--- config.mk ---
export PLATFORM = sky130hd
export DESIGN_NAME = irt_ram
export DESIGN_NICKNAME = d
export VERILOG_FILES = /design/src/hdl/irt_ram.sv
export SDC_FILE = /design/constraint.sdc
export NUM_CORES = 1
export LEC_CHECK = 0
export BUFFER_PORTS_ARGS = -buffer_cell sky130_fd_sc_hd__buf_2
export CORE_MARGIN = 2
export CORE_UTILIZATION = 34
export CTS_CLUSTER_DIAMETER = 40
export DETAILED_ROUTE_END_ITERATION = 6
export GPL_ROUTABILITY_DRIVEN = 1
export GPL_TIMING_DRIVEN = 0
export PLACE_DENSITY = 0.59
export SLEW_MARGIN = 20
export SYNTH_ARGS = -nofsm -noshare
export SYNTH_HDL_FRONTEND = slang
export SYNTH_SLANG_ARGS = --single-unit
--- constraint.sdc ---
create_clock -name clock -period 1.7 [get_ports clock]
set_input_delay 0.17 -clock clock [delete_from_list [all_inputs] [get_ports clock]]
set_output_delay 0.17 -clock clock [all_outputs]
set_load 0.05 [all_outputs]
--- src/hdl/irt_ram.sv ---
// Generic single-port-write, single-read RAM with registered read data.
// No dependencies.
module irt_ram #(
   parameter int WIDTH = 8,
   parameter int DEPTH = 16
) (
   input  logic                     clock,
   input  logic                     wr_en,
   input  logic [$clog2(DEPTH)-1:0] wr_addr,
   input  logic [WIDTH-1:0]         wr_data,
   input  logic [$clog2(DEPTH)-1:0] rd_addr,
   output logic [WIDTH-1:0]         rd_data
);
   logic [WIDTH-1:0] mem [DEPTH];

   always_ff @(posedge clock) begin
      if (wr_en) begin
         mem[wr_addr] <= wr_data;
      end
      rd_data <= mem[rd_addr];
   end
endmodule

### Word level (Yosys, flattened, before mapping)

Memories as Yosys holds them, arrays and structs flattened. A register that Yosys moved wholly into a read port is not among the register bits.
Index checks and enable logic that the tools add are counted.

| storage, ports and cells | value |
|---|---|
| flip-flop bits (word level) | 0 |
| bits in writable memories | 128 |
| output and inout port bits | 8 |
| word-level logic and storage cells | 3 |
| memories | 1 |

Memories:

| memory | depth | width | read ports | clocked after memory_dff | write ports | RTL line | source |
|---|---|---|---|---|---|---|---|
| mem | 16 | 8 | 1 | 1 | 1 | 14 | `logic [WIDTH-1:0] mem [DEPTH];` |

| cells by class | value |
|---|---|
| muxes and demuxes | 2 |

Operator list:

| cell | count |
|---|---|
| 2-to-1 mux 1 bit | 2 |

### Depth between registers and ports, before layout

| logic depth | value |
|---|---|
| word-level depth | 2 |
| gate-level depth with buffers | 5 |
| depth with buffers taken out | 3 |

### Worst setup path after synthesis

OpenSTA, ideal clock, no wires.

| timing | value |
|---|---|
| path type | input -> register |
| start | input wr_addr[2] |
| end | memory mem[0][0] (enable) |
| arrival | 1.280 ns |
| setup slack | 0.037 ns |
| cell stages on the path | 2 |
| path buffers | 0 |
| cell sequence | or3b_2 nor3_1 |

RTL lines:

| element | RTL line | source |
|---|---|---|
| from (decl) | 9 | `input logic [$clog2(DEPTH)-1:0] wr_addr,` |
| to (decl) | 14 |  |

No word-level cell before the write port.

==> flow_metrics.tcl <==
set metrics [dict create \
    finalMaxSlewViolations 0 \
    cts.clk_slew.worst_paths_ns 0.05 \
    arrival_ns 1.79 \
    p_int_w 0.00631 \
    fin_skew_ns 0.0133 \
    cts_tree "yes" \
    reg2reg_depth 3 \
    ant_nets 0 \
    period_minus_slack_ns 1.52 \
    synth_cells 229 \
    drv_cap 0 \
    worst_slack_ns 0.184 \
    rsz0062_at_grt "no" \
    grt_util_met1_pct 18.8 \
    clk_latency_ns 0.41 \
    post_cts_buffers 0 \
    die_area_um2 16100 \
    maxSlewHeadroom_pct 42.2 \
    grt_busiest_layer "met2" \
    first_pass_iters 4 \
    ios 26 \
    place_ws_ns -0.174 \
    cts_hold_buf 0 \
    clk_path_buf_depth 2 \
    final_net_count 290 \
    pwr-share-seq_pct 47.9 \
    antenna_found_initial 0 \
    drt-vias-per-instance 5.13 \
    regArea_um2 4000 \
    holdCritPathClass "input pin to flip-flop" \
    post-route-period-util_pct 89.2 \
    r2r_setup_slack_ns 0.18 \
    ys_ff_latch 136 \
    cts.sinks 136 \
    layout_common_cells "128 x edfxtp_1, 27 x buf_2, 18 x mux4_2, 17 x clkbuf_16, 16 x a22oi_1" \
    antenna_cells 0 \
    dp_hpwl_mm 6.49 \
    rows 44 \
    netSwitchingFraction_pct 19.8 \
    setup.worst_path.start_class "flip-flop" \
    place_congestion 0.815 \
    floorplan.initialDensity_pct 35.2 \
    seq_area_frac_synth_pct 77.8 \
    hold_depth 1 \
    root_buffer "clkbuf_16" \
    fillers 1304 \
    use_met3_pct 5.07 \
    p_leak_nw 2.03 \
    status "completed" \
    final_common_cell "edfxtp_1" \
    end_kind "flip-flop" \
    clkPwrFrac_pct 46.5 \
    use_met2_pct 20.2 \
    h-tree-depth 4 \
    grtUsageTotal_pct 13.7 \
    syn_nets 247 \
    tightest_slew_ns 0.864 \
    grt_pass1_vias 2467 \
    p_switching_w 0.00156 \
    synth_area_um2 5150 \
    drc 0 \
    hold_ws_ns 0.162 \
    avgSynthCellArea_um2 22.5 \
    finalSetupViolCount 0 \
    cp_data_required_time_ns 1.97 \
    fp.dieH_um 127 \
    fmax_mhz 660 \
    netlist-cell-type-count 19 \
    max-vdd-ir-drop_mv 0.682 \
    cts-buffers-inserted 17 \
    layout-drive-gt1-share_pct 28.9 \
    die_w_um 127 \
    grt-ovfl-total 0 \
    cts_resized 0 \
    portBuffers 24 \
    yosysWarningCount 0 \
    combPwrFrac_pct 5.6 \
    critPathKind "flip-flop to flip-flop" \
    multiInputGateArea_um2 1080 \
    hold_viol 0 \
    wl_per_cell_um 21.8 \
    drt-initial-drc-count 169 \
    p_per_area_nw_per_um2 1290 \
    grt_pass1_wl_mm 15.4 \
    area_delta_synth_final_pct 18.7 \
    cp_max_fo 1 \
    design.core.area_um2 14600 \
    detail_route.wirelength_mm 10.2 \
    num_vias 2400 \
    grt_start_max_net_pins 17 \
]
[state kept, by name (all words and copies together), names as in the netlist]
signal,flops
rd_data,8
mem,128
[critical path, cell delays in order (launching register included)]
cell and delay, ns:
edfxtp_1 0.36, mux4_2 0.48, a22oi_1 0.44, nand2_1 0.10
[cells in the mapped netlist]
master           instances  area (µm²)
a22oi_1                 16         120
mux4_2                  18         405
or3b_2                   1        8.76
nor2b_1                  1        6.26
clkdlybuf4s25_2          3        30.0
nand3_1                  1        5.00
and2_1                   1        6.26
buf_2                    3        15.0
mux4_1                  14         368
dfxtp_1                  8         160
nand3b_1                 2        15.0
nand2b_1                 2        12.5
and2b_1                  1        7.51
nor3_1                   4        20.0
buf_6                    3        33.8
nor2_1                  13        48.8
edfxtp_1               128        3840
buf_4                    1        7.51
nand2_1                  9        33.8
[power by group through the flow]
stage / registers [W] / clock network, W / logic (W)
3_3_place_gp: 0.00383 / 0 / 0.000435
2_1_floorplan: 0.00391 / 0 / 0.000190
5_1_grt: 0.00377 / 0.00389 / 0.000469
4_1_cts: 0.00377 / 0.00374 / 0.000447
6_report: 0.00377 / 0.00366 / 0.000442
3_5_place_dp: 0.00384 / 0 / 0.000446
[path summary, 6_finish.rpt]
check	startpoint	end
setup / recovery	mem[3][7]$_DFFE_PP_	rd_data[7]$_DFF_P_
hold reg to reg	mem[14][3]$_DFFE_PP_	rd_data[3]$_DFF_P_
hold / removal	wr_data[5]	mem[6][5]$_DFFE_PP_
setup reg to reg	mem[3][7]$_DFFE_PP_	rd_data[7]$_DFF_P_
[through the flow]
stage / instance area, µm² / TNS (ns) / instances / total power, W / utilization [%]
after floorplan: 5150 / 0 / 229 / 0.00410 / -
after global placement: 5500 / -14.30 / 437 / 0.00427 / 37.5
after detailed placement: 5520 / -4.89 / 437 / 0.00428 / 37.7
after CTS: 6110 / 0 / 468 / 0.00796 / 41.7
after global routing: 6110 / 0 / 468 / 0.00813 / 41.7
final: 6110 / 0 / 468 / 0.00787 / 41.7
[layer usage]
metal  part of all wire (%)  vias to the layer above
met2                     47                       90
met5                      0                        -
met4                   0.43                        0
li1                       -                     1059
met1                     45                     1245
met3                    8.2                        6
[cells by family after synthesis]
logic type             Yosys count  synth area share, %
flip-flops                     136                 77.8
AND/OR/NAND/NOR                 35                 3.18
multiplexers                    32                 15.0
AO/OA/AOI/OAI                   16                 2.33
buffers and inverters           10                 1.68
[cell type report]
type | instances | area share (%)
clock buffers | 19 | 7.09
plain buffers | 10 | 1.41
repair buffers | 24 | 1.97
multi-input cells | 83 | 17.6
well taps | 184 | 3.77
flip-flops and latches | 136 | 65.5
clock inverters | 12 | 2.58
No activity file was read; power rests on OpenSTA's default activity.
